$ cat src/sv/assert_macros.svh
// assertion macros shared by the scheduler rtl
// no dependencies; included by files that carry concurrent checks
`ifndef ASSERT_MACROS_SVH
`define ASSERT_MACROS_SVH

// checked on every rising clock edge, quiet while reset is asserted
`define TFSS_ASSERT(label, prop, msg) \
  label: assert property (@(posedge clk_i) disable iff (!rst_ni) prop) else $error(msg);

// checked on every rising clock edge, including during reset
`define TFSS_ASSERT_ALWAYS(label, prop, msg) \
  label: assert property (@(posedge clk_i) prop) else $error(msg);

`endif

$ cat src/sv/tfss_pkg.sv
// types, constants and codes for the telemetry frame slot scheduler
// no dependencies; used by tfss_frame_calc and the top level
package tfss_pkg;

  localparam int          LANE_COUNT  = 8;
  localparam int unsigned FRAME_BYTES = 32;
  localparam int unsigned PAYLOAD_MAX = 28;
  localparam int unsigned EYE_BYTES   = 768;
  localparam int unsigned TAP_COUNT   = 8;

  localparam int unsigned CHUNK_MAX    = PAYLOAD_MAX - 2;
  localparam int unsigned STATUS_LEN   = 6;
  localparam int unsigned COUNTERS_LEN = 16;
  localparam int unsigned META_LEN     = 3;
  localparam int unsigned CHUNK_HDR    = 2;

  localparam int EYE_POS_W = 16;
  localparam int SEQ_W     = 16;
  localparam int CNT_W     = 32;

  localparam logic ITEM_TICK  = 1'b0;
  localparam logic ITEM_CLEAR = 1'b1;

  typedef enum logic [1:0] {
    PH_STATUS   = 2'd0,
    PH_COUNTERS = 2'd1,
    PH_TAPS     = 2'd2,
    PH_EYE      = 2'd3
  } phase_e;

  typedef enum logic [2:0] {
    FK_STATUS    = 3'd0,
    FK_COUNTERS  = 3'd1,
    FK_TAPS      = 3'd2,
    FK_EYE_META  = 3'd3,
    FK_EYE_CHUNK = 3'd4
  } frame_kind_e;

  // one lane's entry in the state memory
  typedef struct packed {
    phase_e                 phase;
    logic                   meta_done;
    logic [EYE_POS_W-1:0]   eye_pos;
    logic [SEQ_W-1:0]       seq;
    logic [CNT_W-1:0]       frames;
    logic [CNT_W-1:0]       deferrals;
  } lane_rec_t;

  localparam int LANE_REC_W = $bits(lane_rec_t);

  typedef struct packed {
    logic        emitted;
    logic        held_back;
    frame_kind_e frame_kind;
    logic [15:0] sequence_res;
    logic [4:0]  payload_length;
    logic [9:0]  chunk_offset;
    logic [4:0]  chunk_length;
  } calc_res_t;

endpackage

$ cat src/sv/tfss_ram.sv
// generic single-port-write, single-port-read ram with registered read data
// no dependencies; holds the per-lane scheduler records
module tfss_ram #(
  parameter int WIDTH = 8,
  parameter int DEPTH = 8
) (
  input  logic                                    clk_i,
  input  logic                                    we_i,
  input  logic [(DEPTH > 1 ? $clog2(DEPTH) : 1)-1:0] waddr_i,
  input  logic [WIDTH-1:0]                        wdata_i,
  input  logic                                    re_i,
  input  logic [(DEPTH > 1 ? $clog2(DEPTH) : 1)-1:0] raddr_i,
  output logic [WIDTH-1:0]                        rdata_o
);

  logic [WIDTH-1:0] mem_q [DEPTH];
  logic [WIDTH-1:0] rdata_q;

  always_ff @(posedge clk_i) begin
    if (we_i) begin
      mem_q[waddr_i] <= wdata_i;
    end
    if (re_i) begin
      rdata_q <= mem_q[raddr_i];
    end
  end

  assign rdata_o = rdata_q;

endmodule

$ cat src/sv/tfss_frame_calc.sv
// slot rotation and eye chunking for one item against one lane record
// depends on tfss_pkg
module tfss_frame_calc (
  input  logic                kind_i,
  input  logic [9:0]          fifo_free_i,
  input  tfss_pkg::lane_rec_t rec_i,
  output tfss_pkg::lane_rec_t rec_o,
  output tfss_pkg::calc_res_t res_o
);

  localparam int PosW = tfss_pkg::EYE_POS_W + 1;

  logic [PosW-1:0] eye_total;
  logic [PosW-1:0] chunk_cap;
  logic [PosW-1:0] pos_ext;
  logic [PosW-1:0] left;
  logic [PosW-1:0] clen;
  logic [PosW-1:0] pos_next;
  logic            room_ok;

  assign eye_total = PosW'(tfss_pkg::EYE_BYTES);
  assign chunk_cap = PosW'(tfss_pkg::CHUNK_MAX);
  assign pos_ext   = PosW'(rec_i.eye_pos);
  assign left      = (pos_ext < eye_total) ? (eye_total - pos_ext) : '0;
  assign clen      = (left < chunk_cap) ? left : chunk_cap;
  assign pos_next  = pos_ext + clen;
  assign room_ok   = fifo_free_i >= 10'(tfss_pkg::FRAME_BYTES);

  always_comb begin
    rec_o = rec_i;
    res_o = '0;
    if (kind_i == tfss_pkg::ITEM_CLEAR) begin
      rec_o = '0;
    end else if (!room_ok) begin
      rec_o.deferrals = rec_i.deferrals + 1'b1;
      res_o.held_back = 1'b1;
    end else begin
      res_o.emitted      = 1'b1;
      res_o.sequence_res = rec_i.seq;
      rec_o.seq          = rec_i.seq + 1'b1;
      rec_o.frames       = rec_i.frames + 1'b1;
      case (rec_i.phase)
        tfss_pkg::PH_STATUS: begin
          res_o.frame_kind     = tfss_pkg::FK_STATUS;
          res_o.payload_length = 5'(tfss_pkg::STATUS_LEN);
          rec_o.phase          = tfss_pkg::PH_COUNTERS;
        end
        tfss_pkg::PH_COUNTERS: begin
          res_o.frame_kind     = tfss_pkg::FK_COUNTERS;
          res_o.payload_length = 5'(tfss_pkg::COUNTERS_LEN);
          rec_o.phase          = tfss_pkg::PH_TAPS;
        end
        tfss_pkg::PH_TAPS: begin
          res_o.frame_kind     = tfss_pkg::FK_TAPS;
          res_o.payload_length = 5'(tfss_pkg::TAP_COUNT);
          rec_o.phase          = tfss_pkg::PH_EYE;
        end
        default: begin
          if (!rec_i.meta_done) begin
            res_o.frame_kind     = tfss_pkg::FK_EYE_META;
            res_o.payload_length = 5'(tfss_pkg::META_LEN);
            rec_o.meta_done      = 1'b1;
          end else begin
            res_o.frame_kind     = tfss_pkg::FK_EYE_CHUNK;
            res_o.chunk_offset   = rec_i.eye_pos[9:0];
            res_o.chunk_length   = clen[4:0];
            res_o.payload_length = 5'(clen + PosW'(tfss_pkg::CHUNK_HDR));
            // whole eye gone: back to the status slot
            if (pos_next >= eye_total) begin
              rec_o.eye_pos   = '0;
              rec_o.meta_done = 1'b0;
              rec_o.phase     = tfss_pkg::PH_STATUS;
            end else begin
              rec_o.eye_pos = pos_next[tfss_pkg::EYE_POS_W-1:0];
            end
          end
        end
      endcase
    end
  end

endmodule

$ cat src/sv/telemetry_frame_slot_scheduler.sv
// channel   direction  handshake                 payload
// input     in         in_valid_i / in_stall_o   kind_i, lane_i, fifo_free_i
// result    out        out_valid_o / out_stall_i emitted_o .. deferrals_total_o
//
// one item per cycle sustained while the result side does not stall; a result passes
// the ram read, then a read-modify-write into the output register
// a write and a read of the same lane in one cycle are bridged by a forward register
// reset clears per-lane valid bits at once; an unwritten lane reads as zero, no sweep
// a stalled result holds the output register and then the item waiting in the read stage
//
// top level of the scheduler: state ram, frame calculation and bus totals
// depends on tfss_pkg, tfss_ram, tfss_frame_calc and assert_macros.svh
`include "assert_macros.svh"

module telemetry_frame_slot_scheduler #(
  parameter int LANE_COUNT = tfss_pkg::LANE_COUNT
) (
  input  logic        clk_i,
  input  logic        rst_ni,
  input  logic        in_valid_i,
  output logic        in_stall_o,
  input  logic        kind_i,
  input  logic [2:0]  lane_i,
  input  logic [9:0]  fifo_free_i,
  output logic        out_valid_o,
  input  logic        out_stall_i,
  output logic        emitted_o,
  output logic        held_back_o,
  output logic [2:0]  frame_kind_o,
  output logic [15:0] sequence_res_o,
  output logic [4:0]  payload_length_o,
  output logic [9:0]  chunk_offset_o,
  output logic [4:0]  chunk_length_o,
  output logic [31:0] frames_total_o,
  output logic [31:0] deferrals_total_o
);

  localparam int LaneW = (LANE_COUNT > 1) ? $clog2(LANE_COUNT) : 1;

  logic                        in_xfer;
  logic                        s1_go;
  logic [LaneW-1:0]            lane_eff;
  logic                        ram_we;
  logic [tfss_pkg::LANE_REC_W-1:0] ram_rdata;

  logic                        s1_valid_q;
  logic                        s1_kind_q;
  logic [LaneW-1:0]            s1_lane_q;
  logic [9:0]                  s1_free_q;
  logic                        rd_vld_q;
  logic                        fwd_hit_q;
  tfss_pkg::lane_rec_t         fwd_rec_q;
  logic [LANE_COUNT-1:0]       lane_vld_q;

  tfss_pkg::lane_rec_t         rec_cur;
  tfss_pkg::lane_rec_t         rec_new;
  tfss_pkg::calc_res_t         res;

  logic [31:0]                 frames_q, frames_d;
  logic [31:0]                 defers_q, defers_d;

  logic                        out_valid_q;
  tfss_pkg::calc_res_t         out_res_q;
  logic [31:0]                 out_frames_q;
  logic [31:0]                 out_defers_q;

  // lanes beyond the configured count are served as lane zero
  assign lane_eff = (32'(lane_i) < LANE_COUNT) ? LaneW'(lane_i) : '0;

  assign s1_go      = s1_valid_q && (!out_valid_q || !out_stall_i);
  assign in_stall_o = s1_valid_q && !s1_go;
  assign in_xfer    = in_valid_i && !in_stall_o;
  assign ram_we     = s1_go;

  tfss_ram #(
    .WIDTH (tfss_pkg::LANE_REC_W),
    .DEPTH (LANE_COUNT)
  ) u_state_ram (
    .clk_i   (clk_i),
    .we_i    (ram_we),
    .waddr_i (s1_lane_q),
    .wdata_i (rec_new),
    .re_i    (in_xfer),
    .raddr_i (lane_eff),
    .rdata_o (ram_rdata)
  );

  always_comb begin
    if (fwd_hit_q) begin
      rec_cur = fwd_rec_q;
    end else if (rd_vld_q) begin
      rec_cur = tfss_pkg::lane_rec_t'(ram_rdata);
    end else begin
      rec_cur = '0;
    end
  end

  tfss_frame_calc u_calc (
    .kind_i      (s1_kind_q),
    .fifo_free_i (s1_free_q),
    .rec_i       (rec_cur),
    .rec_o       (rec_new),
    .res_o       (res)
  );

  // bus totals are sums over lanes, so a clear takes the lane's counts back out
  always_comb begin
    frames_d = frames_q;
    defers_d = defers_q;
    if (s1_kind_q == tfss_pkg::ITEM_CLEAR) begin
      frames_d = frames_q - rec_cur.frames;
      defers_d = defers_q - rec_cur.deferrals;
    end else if (res.emitted) begin
      frames_d = frames_q + 1'b1;
    end else if (res.held_back) begin
      defers_d = defers_q + 1'b1;
    end
  end

  always_ff @(posedge clk_i or negedge rst_ni) begin
    if (!rst_ni) begin
      s1_valid_q  <= 1'b0;
      rd_vld_q    <= 1'b0;
      fwd_hit_q   <= 1'b0;
      lane_vld_q  <= '0;
      frames_q    <= '0;
      defers_q    <= '0;
      out_valid_q <= 1'b0;
    end else begin
      if (in_xfer) begin
        s1_valid_q <= 1'b1;
        rd_vld_q   <= lane_vld_q[lane_eff];
        // same lane written this cycle: the ram read sees the old entry
        fwd_hit_q  <= ram_we && (s1_lane_q == lane_eff);
      end else if (s1_go) begin
        s1_valid_q <= 1'b0;
        fwd_hit_q  <= 1'b0;
      end
      if (ram_we) begin
        lane_vld_q[s1_lane_q] <= 1'b1;
      end
      if (s1_go) begin
        frames_q    <= frames_d;
        defers_q    <= defers_d;
        out_valid_q <= 1'b1;
      end else if (!out_stall_i) begin
        out_valid_q <= 1'b0;
      end
    end
  end

  always_ff @(posedge clk_i) begin
    if (in_xfer) begin
      s1_kind_q <= kind_i;
      s1_lane_q <= lane_eff;
      s1_free_q <= fifo_free_i;
      fwd_rec_q <= rec_new;
    end
    if (s1_go) begin
      out_res_q    <= res;
      out_frames_q <= frames_d;
      out_defers_q <= defers_d;
    end
  end

  assign out_valid_o       = out_valid_q;
  assign emitted_o         = out_res_q.emitted;
  assign held_back_o       = out_res_q.held_back;
  assign frame_kind_o      = out_res_q.frame_kind;
  assign sequence_res_o    = out_res_q.sequence_res;
  assign payload_length_o  = out_res_q.payload_length;
  assign chunk_offset_o    = out_res_q.chunk_offset;
  assign chunk_length_o    = out_res_q.chunk_length;
  assign frames_total_o    = out_frames_q;
  assign deferrals_total_o = out_defers_q;

  `TFSS_ASSERT(a_fwd_needs_item, fwd_hit_q |-> s1_valid_q, "forward hit with empty read stage")
  `TFSS_ASSERT(a_emit_xor_defer, out_valid_q |-> !(emitted_o && held_back_o), "emitted and held back")
  `TFSS_ASSERT(a_frame_total_step, (s1_go && res.emitted) |=> (frames_q == $past(frames_q) + 32'd1), "frame total did not step")
  `TFSS_ASSERT(a_chunk_only_eye, (out_valid_q && frame_kind_o != tfss_pkg::FK_EYE_CHUNK) |-> (chunk_length_o == 5'd0), "chunk length on non-chunk frame")
  `TFSS_ASSERT_ALWAYS(a_reset_idle, !rst_ni |-> !out_valid_o, "result valid during reset")

endmodule

$ cat config.mk
export PLATFORM = sky130hd
export DESIGN_NAME = telemetry_frame_slot_scheduler
export DESIGN_NICKNAME = d
export VERILOG_FILES = /design/src/sv/tfss_pkg.sv /design/src/sv/tfss_ram.sv /design/src/sv/tfss_frame_calc.sv /design/src/sv/telemetry_frame_slot_scheduler.sv
export VERILOG_INCLUDE_DIRS = /design/src /design/src/sv
export SDC_FILE = /design/constraint.sdc
export NUM_CORES = 1
export LEC_CHECK = 0
export BUFFER_PORTS_ARGS = -buffer_cell sky130_fd_sc_hd__buf_2
export CORE_UTILIZATION = 30
export CTS_CLUSTER_SIZE = 8
export DETAILED_ROUTE_END_ITERATION = 6
export GPL_TIMING_DRIVEN = 0
export PLACE_DENSITY_LB_ADDON = 0.12
export RECOVER_POWER = 50
export SETUP_SLACK_MARGIN = 0.02
export SLEW_MARGIN = 20
export SYNTH_ARGS = -nofsm -noshare
export SYNTH_HDL_FRONTEND = slang
export SYNTH_SLANG_ARGS = --single-unit
$ cat constraint.sdc
create_clock -name clk_i -period 21.2 [get_ports clk_i]
set_input_delay 1.06 -clock clk_i [delete_from_list [all_inputs] [get_ports clk_i]]
set_output_delay 1.06 -clock clk_i [all_outputs]
set_load 0.01 [all_outputs]
# Yosys cells after proc, flatten, opt, wreduce, memory -nomap -nowiden
# Memory sizes are Yosys's and may differ from the RTL's. A register that Yosys moved wholly into a read port is not among the register bits.
# Index checks and enable logic that the tools add are counted.
# totals
output_inout_bits	107
inputBits	18
regBits	294
elab_cells	105
mem_bits_rw	792
n_memories	1
# mem_list
name	words	width	read_ports	rd_ports_with_merged_regs	wr	line_no	source
u_state_ram.mem_q	8	99	1	1	1	tfss_ram.sv:16	logic [WIDTH-1:0] mem_q [DEPTH];
# classes
n_reduce_logical	15
addsub	10
eq_ne	4
bitwise_logic	3
order_cmp	7
muxes	40
# ops
operator	n
99-bit 2-to-1 mux	3
32-bit 2-to-1 mux	6
32-bit by 1-bit adder with 32-bit output (second input constant)	4
67-bit 2-to-1 mux	1
32-bit subtractor	2
17-bit 2-to-1 mux	3
41-bit 2-to-1 mux	1
39-bit 2-to-1 mux	1
16-bit 2-to-1 mux	2
15-bit 2-to-1 mux	2
16-bit by 17-bit adder with 17-bit output	1
17-bit by 10-bit >= comparator with 1-bit output (second input constant)	1
17-bit by 5-bit less-than comparator with 1-bit output (second input constant)	1
10-bit by 16-bit subtractor with 17-bit output (first input constant)	1
16-bit by 1-bit adder with 16-bit output (second input constant)	1
16-bit by 10-bit less-than comparator with 1-bit output (second input constant)	1
5-bit one-hot mux with 3 select lines	1
1-bit 2-to-1 mux	12
10-bit by 6-bit >= comparator with 1-bit output (second input constant)	1
3-bit one-hot mux with 3 select lines	1
3-bit by 4-bit less-than comparator with 1-bit output (second input constant)	2
8-bit OR	1
3-bit 2-to-1 mux	2
2-bit one-hot mux with 3 select lines	1
other kinds (19)	27

# Longest topological paths before layout
# Gate-level depths: netlist (run 1).
# depth
depth_word	14
mapped_depth	31
ltp_nobuf	24

# Modules after synthesis
# A second synthesis (run 1) with hierarchy kept.
# hier_totals
cells_unflattened	3433
area_unflattened_um2	53647.7
# modules_own_cells
mod	cells_per_inst	instances	seq_area_each_um2	area_per_inst_um2
tfss_ram	1256	1	26755.7	33130.5
telemetry_frame_slot_scheduler	1549	1	8448.1	16684.8
tfss_frame_calc	628	1	0.0	3832.4

# Least setup slack after synthesis (run 1)
# OpenSTA, ideal clock, no wires.
# synth_path
kind	input -> register
startpoint	input port out_stall_i
endpoint	register lane_vld_q[2]
setup_ns	0.129
path_stages	5
required_time_ns	21.071
n_path_buf	1
arrival_time_ns	12.558
setup_slack_ns	8.513
path_cell_list	nand2_1 -> nand2_1 -> clkbuf_1 -> nor4b_1 -> or2_2
# synth_via
elab_chain_len	3
# synth_rtl
item	line_no	source
from (decl)	telemetry_frame_slot_scheduler.sv:26	input logic out_stall_i,
1-bit logical NOT	n/a	
1-bit logical OR	telemetry_frame_slot_scheduler.sv:70	assign s1_go = s1_valid_q && (!out_valid_q || !out_stall_i);
1-bit logical AND	telemetry_frame_slot_scheduler.sv:70	
to (signal assigned)	telemetry_frame_slot_scheduler.sv:125	lane_vld_q <= '0;
to (signal, indexed assignment)	telemetry_frame_slot_scheduler.sv:140	lane_vld_q[s1_lane_q] <= 1'b1;
to (decl)	telemetry_frame_slot_scheduler.sv:53	logic [LANE_COUNT-1:0] lane_vld_q;
# Every way passes these cells.
# A chain may end at the register's enable or synchronous reset.

==> flow_summary.yaml, run 1 <==
power:
  pwr-share-comb_pct: 24.8
  p_leak_nw: 20.3
  total_power_mw: 7.27
  power.share.switching_pct: 32.1
  power.density_nw_per_um2: 119
  pwr-share-seq_pct: 41.1
  switchingPower_mw: 2.33
  internal_power_mw: 4.93
  clockPowerShare_pct: 34.1
  irDropWorstVdd_v: 0.0000870
drt:
  drt-initial-drc-count: 2679
  drc: 0
  firstDrtPassIters: 5
  viasPerCell: 5.06
  antenna_left: 0
  wirelength_mm: 174
  wl_per_cell_um: 28.3
  vias: 31100
floorplanning:
  core-area_um2: 172000
  initial_core_util_pct: 30.2
  ios: 125
  die_h_um: 418
  die_w_um: 418
  dieArea_um2: 174000
  num_rows: 152
placement:
  placed_cells: 5884
  place_area_um2: 57000
  place.gp.congestion: 0.854
  portBuffers: 119
  dp_hpwl_mm: 122
  pre_cts_ws_ns: 9.71
clock_network:
  clk_latency_ns: 0.82
  cts-resized-gates: 0
  clk_path_buf_depth: 3
  cts_sinks: 1180
  htree_num_levels: 4
  cts-root-buf: "clkbuf_16"
  cts_tree: "yes"
  cts_hold_buf: 0
  path_clk_slew_ns: 0.06
  cts_buffers: 168
  cts_setup_buffers: 0
global_route:
  grt_use_total_pct: 19.9
  grt_max_degree: 78
  grt_pass1_wl_mm: 244
  grt_overflow: 0
  antenna_found_initial: 4
  grt_pass1_vias: 31500
worst_hold_path:
  min_from: "fifo_free_i[9]"
  min_path_type: "input pin to register"
sta:
  slew_headroom_pct: -222
  setup_ws_ns: 9.63
  fin_skew_ns: 0.0548
  finalHoldViolCount: 0
  setup_violations: 0
  clock.fmax_ghz: 0.0865
  finalCritPeriodShare_pct: 54.6
  drv_slew: 360
  rsz0062_at_grt: "false"
  period_needed_ns: 11.57
  worstMarginPinSlew_ns: 4.83
logic_synthesis:
  synth-seq-cells: 1180
  syn_area_um2: 51800
  seq_area_frac_synth_pct: 67.6
  synth-main-ff-cell: "edfxtp_1"
  yosys.cell_types.count: 91
  yosysWarnings: 0
  syn_area_per_cell_um2: 15.8
  synth_edf_count: 1104
  synth_top_area_share_pct: 64.0
  yosys-top-cells-area: "edfxtp_1 64%, mux4_2 8.7%, dfrtp_1 3.7%"
  synth_top_area_cell: "edfxtp_1"
  syn-instance-count: 3277
  synth-async-reset-ratio_pct: 6.44
cells_and_area:
  area_growth_pct: 17.4
  layout.cell_area.non_filler_um2: 60900
  drive_above_1_share_pct: 16.7
  nNetsFinal: 3857
  finalNonFillerCells: 6142
  final_core_util_pct: 35.5
critical_path:
  cp_slowest_stage_delay_ns: 0.89
  cp-end-kind: "register"
  worstPathMaxFanout: 10
  required_ns: 21.65
  timing.critical_path.to: "u_state_ram.mem_q[4][81]"
  r2r_slack_ns: 9.63
  path_class: "register to register"
  startpoint_type: "register"
  timing.rr.end: "u_state_ram.mem_q[4][81]"
  cpMaxStageDelayCell: "o22ai_1"
  crit_path_frequent_cell: "buf_2"
  r2r_start: "fwd_hit_q"
  crit_start: "fwd_hit_q"
  r2r_cells: 31
  arrival_ns: 12.02
status:
  violations: "max-capacitance violations, max-slew violations"
  outcome: "finished, violations left"
flow_run:
  drv_cap: 8
## synthesized netlist by cell type, drive strengths merged (27+ instances only)
master and number:
edfxtp 1104, nor2 240, mux4 200, nand2 163, mux2 135, a21oi 128, xnor2 115, o21ai 113
nand3 93, ha 90, clkbuf 88, xor2 82, dfrtp 76, a22oi 71, inv 63, buf 57
nor3 51, a21o 39, nand2b 29, and3 27, nand4 27
## sequential cells by signal (all words and copies together) (netlist names), 10 cells and up
register             flops
chunk_offset_o          10
u_state_ram.mem_q      792
u_state_ram.rdata_o     99
frames_total_o          32
deferrals_total_o       32
sequence_res_o          16
frames_q                32
fwd_rec_q               99
defers_q                32
## layout make-up
| type | count | area, µm² |
|---|---|---|
| fill | 16800 | 111000 |
| sequential | 1180 | 35100 |
| multi-input combinational | 1898 | 16000 |
| clock buffer | 234 | 4500 |
| tap | 2310 | 2890 |
| timing repair buffer | 289 | 1320 |
| buffer | 145 | 624 |
| inverter | 64 | 241 |
| clock inverter | 18 | 228 |
| antenna | 4 | 10.0 |
## cell families after synthesis
| family | Yosys count | share of synthesized area [%] |
|---|---|---|
| flops | 1180 | 67.6 |
| simple gates | 750 | 7.05 |
| compound gates | 499 | 6.19 |
| mux | 348 | 11.9 |
| buf+inv | 209 | 1.62 |
| xor+xnor | 197 | 3.33 |
| fa+ha+maj | 93 | 2.29 |
| other cells | 1 | 0.00724 |
## critical path: cells and delay by family, from the launching register on
kind | cells | cell delay [ns]
AOI/OAI and AO/OA | 8 | 2.39
buffers and inverters | 10 | 4.62
muxes | 1 | 0.14
and+or+nand+nor | 9 | 2.07
DFF | 1 | 0.83
adders and majority gates | 3 | 1.03
## placed cells by master (no fill, tap or decap), types with 12 or more instances in the layout
master,instances
buf_2,40
o22ai_1,23
nand4_1,27
a22oi_1,68
nand2_1,163
nor2_1,238
nand3_1,93
buf_4,12
mux2i_1,13
mux4_2,200
or2_2,14
buf_1,14
clkbuf_2,17
and3_1,27
a22o_1,16
xnor2_1,115
clkbuf_16,170
o21a_1,25
mux2_2,128
or3_1,22
nor3_1,47
edfxtp_1,1104
clkbuf_1,398
dfrtp_1,76
xor2_1,82
ha_1,90
nand2b_1,29
inv_1,61
a21o_1,39
o21ai_0,102
a21oi_1,128
nor2b_1,15
## power by group through the flow
| stage | registers, mW | clock network, mW | logic, mW |
|---|---|---|---|
| after floorplan | 3.01 | 0 | 1.13 |
| final | 2.98 | 2.48 | 1.80 |
| after detailed placement | 3.02 | 0 | 1.83 |
| after CTS | 2.98 | 2.55 | 1.84 |
| after global routing | 3.00 | 2.63 | 1.96 |
| after global placement | 3.06 | 0 | 1.82 |
## stage by stage
step / hold slack [ns] / TNS (ns)
2_1_floorplan: 0.434 / 0
3_3_place_gp: 0.447 / -1366.01
3_5_place_dp: 0.447 / 0
4_1_cts: 0.0568 / 0
5_1_grt: 0.385 / 0
6_report: 0.418 / 0
## worst min path at each step
stage | endpoint | cells past startpoint
finish | s1_free_q[9] | 1
global route | s1_free_q[9] | 1
CTS | defers_q[4] | 1
detailed placement | lane_vld_q[2] | 1
global placement | lane_vld_q[6] | 1
floorplan | lane_vld_q[2] | 1
## metal layers
layer	share of wire [%]	global-route usage, %	vias to the layer above	wire [µm]
li1	-	-	13800	-
met1	44	26.9	16200	77100
met2	48	32.4	880	82800
met3	4.8	3.17	232	8320
met4	3.1	6.57	0	5370
met5	0	0	-	0
Note: power is estimated with default switching activity, not from simulation.
==> run 2, diff against run 1 <==
Clock period 21.2 ns to 11.8 ns, I/O delays scaled along.
==> flow_summary.yaml, run 2 (synthesized netlist as in run 1, its figures left out) <==
global_route:
  grt_pass1_wl_mm: 245
  grt_pass1_vias: 31400
  grt_use_total_pct: 19.9
  antenna_found_initial: 6
  grt_overflow: 0
  grt_max_degree: 75
floorplanning:
  num_rows: 152
  dieArea_um2: 174000
  ios: 125
  initial_core_util_pct: 30.2
  core-area_um2: 172000
  die_h_um: 418
  die_w_um: 418
power:
  pwr-share-seq_pct: 40.9
  internal_power_mw: 8.86
  pwr-share-comb_pct: 24.9
  power.share.switching_pct: 32.4
  p_leak_nw: 20.3
  clockPowerShare_pct: 34.2
  switchingPower_mw: 4.25
  irDropWorstVdd_v: 0.000135
  power.density_nw_per_um2: 215
critical_path:
  cp_slowest_stage_delay_ns: 0.88
  cp_num_buf_inv: 8
  worstPathMaxFanout: 19
  timing.rr.end: "u_state_ram.mem_q[3][85]"
  cp-end-kind: "register"
  crit_path_frequent_cell: "buf_2"
  required_ns: 12.26
  path_class: "register to register"
  startpoint_type: "register"
  r2r_slack_ns: 0.95
  crit_start: "fwd_hit_q"
  cpMaxStageDelayCell: "buf_2"
  arrival_ns: 11.31
  crit_family: "buffers and inverters"
  r2r_start: "fwd_hit_q"
  r2r_cells: 29
drt:
  vias: 31100
  drt-initial-drc-count: 2833
  wl_per_cell_um: 28.3
  antenna_left: 0
  drc: 0
  viasPerCell: 5.07
  wirelength_mm: 174
  firstDrtPassIters: 5
placement:
  pre_cts_ws_ns: 0.418
  placed_cells: 5869
  portBuffers: 119
  place.gp.congestion: 0.877
  dp_hpwl_mm: 122
clock_network:
  path_clk_slew_ns: 0.05
  cts_sinks: 1180
  cts_buffers: 167
  cts-root-buf: "clkbuf_16"
  htree_num_levels: 4
  cts_tree: "yes"
  clk_latency_ns: 0.82
  clk_path_buf_depth: 3
sta:
  drv_slew: 377
  setup_ws_ns: 0.955
  finalCritPeriodShare_pct: 91.9
  setup_violations: 0
  hold_ws_ns: 0.164
  clock.fmax_ghz: 0.0922
  worstMarginPinSlew_ns: 4.94
  rsz0062_at_grt: "false"
  slew_headroom_pct: -229
  finalHoldViolCount: 0
  tns_ns: 0
  period_needed_ns: 10.85
  fin_skew_ns: 0.0475
status:
  violations: "max-capacitance violations, max-slew violations"
  outcome: "finished, violations left"
cells_and_area:
  largest_register_ffs: 792
  mostFrequentLayoutCells: "1,104 x edfxtp_1, 386 x clkbuf_1, 238 x nor2_1, 200 x mux4_2, 168 x clkbuf_16"
  regMostFlops: "u_state_ram.mem_q"
  nNetsFinal: 3849
  finalNonFillerCells: 6135
  nFillCells: 16700
  area_growth_pct: 17.6
  final_common_cell: "edfxtp_1"
  drive_above_1_share_pct: 16.5
flow_run:
  drv_cap: 10
worst_hold_path:
  min_from: "lane_i[2]"
  min_path_type: "input pin to register"
  whs_path_depth: 1
  hold-path-endpoint: "s1_lane_q[2]"
-- run 2: cell types whose count changed in the layout (fill, tap and decap cells not counted), sizes merged --
cell         previous run  this run
buf                    82        77
clkbuf                586       571
clkinv                 10        11
clkinvlp                1         2
diode                   4         8
dlygate4sd3             0        10
inv                    71        68
-- run 2: timing repair --
action                     4_1_cts  5_1_grt
hold endpoints to repair        34        0
setup endpoints to repair        0       44
gates resized for setup          0        2
buffers inserted                 0        0
hold buffers                    10        0
-- run 2: power groups by stage --
stage / registers, mW / clock network (mW) / logic, mW
6_report: 5.36 / 4.48 / 3.27
5_1_grt: 5.40 / 4.75 / 3.54
4_1_cts: 5.35 / 4.60 / 3.34
3_5_place_dp: 5.42 / 0 / 3.32
3_3_place_gp: 5.49 / 0 / 3.29
2_1_floorplan: 5.41 / 0 / 2.03
-- run 2: worst max-delay path by stage --
stage                                     endpoint  slack (ns)  depth (start not counted)
after CTS                 u_state_ram.mem_q[0][84]        0.38                         30
final                     u_state_ram.mem_q[3][85]        0.95                         29
after global routing      u_state_ram.mem_q[6][85]        0.45                         30
after floorplan                      lane_vld_q[0]        0.44                          5
after detailed placement  u_state_ram.mem_q[2][84]        0.42                         30
after global placement               lane_vld_q[0]      -14.94                          6
-- run 2: stage by stage --
step | cell area, µm² | util, % | total power [mW]
finish | 60900 | 35.5 | 13.1
global route | 60900 | 35.5 | 13.7
CTS | 61900 | 36.1 | 13.3
detailed placement | 57000 | 33.2 | 8.74
global placement | 55400 | 32.3 | 8.77
floorplan | 51900 | - | 7.45
-- run 2: final cells by class --
| type | instances | area, µm² | area share [%] |
|---|---|---|---|
| tap | 2310 | 2890 | 4.74 |
| buffer | 144 | 614 | 1.01 |
| multi-input combinational | 1898 | 16000 | 26.3 |
| clock buffer | 231 | 4480 | 7.35 |
| timing repair buffer | 283 | 1320 | 2.16 |
| sequential | 1180 | 35100 | 57.5 |
| inverter | 64 | 241 | 0.396 |
| antenna | 8 | 20.0 | 0.0329 |
| clock inverter | 17 | 312 | 0.511 |
-- run 2: per-layer routing --
metal	up-vias	track usage [%]	wire length (µm)
li1	13700	-	-
met1	16300	27.5	77900
met2	877	31.9	81800
met3	219	3.16	8290
met4	0	6.64	5560
met5	-	0	0
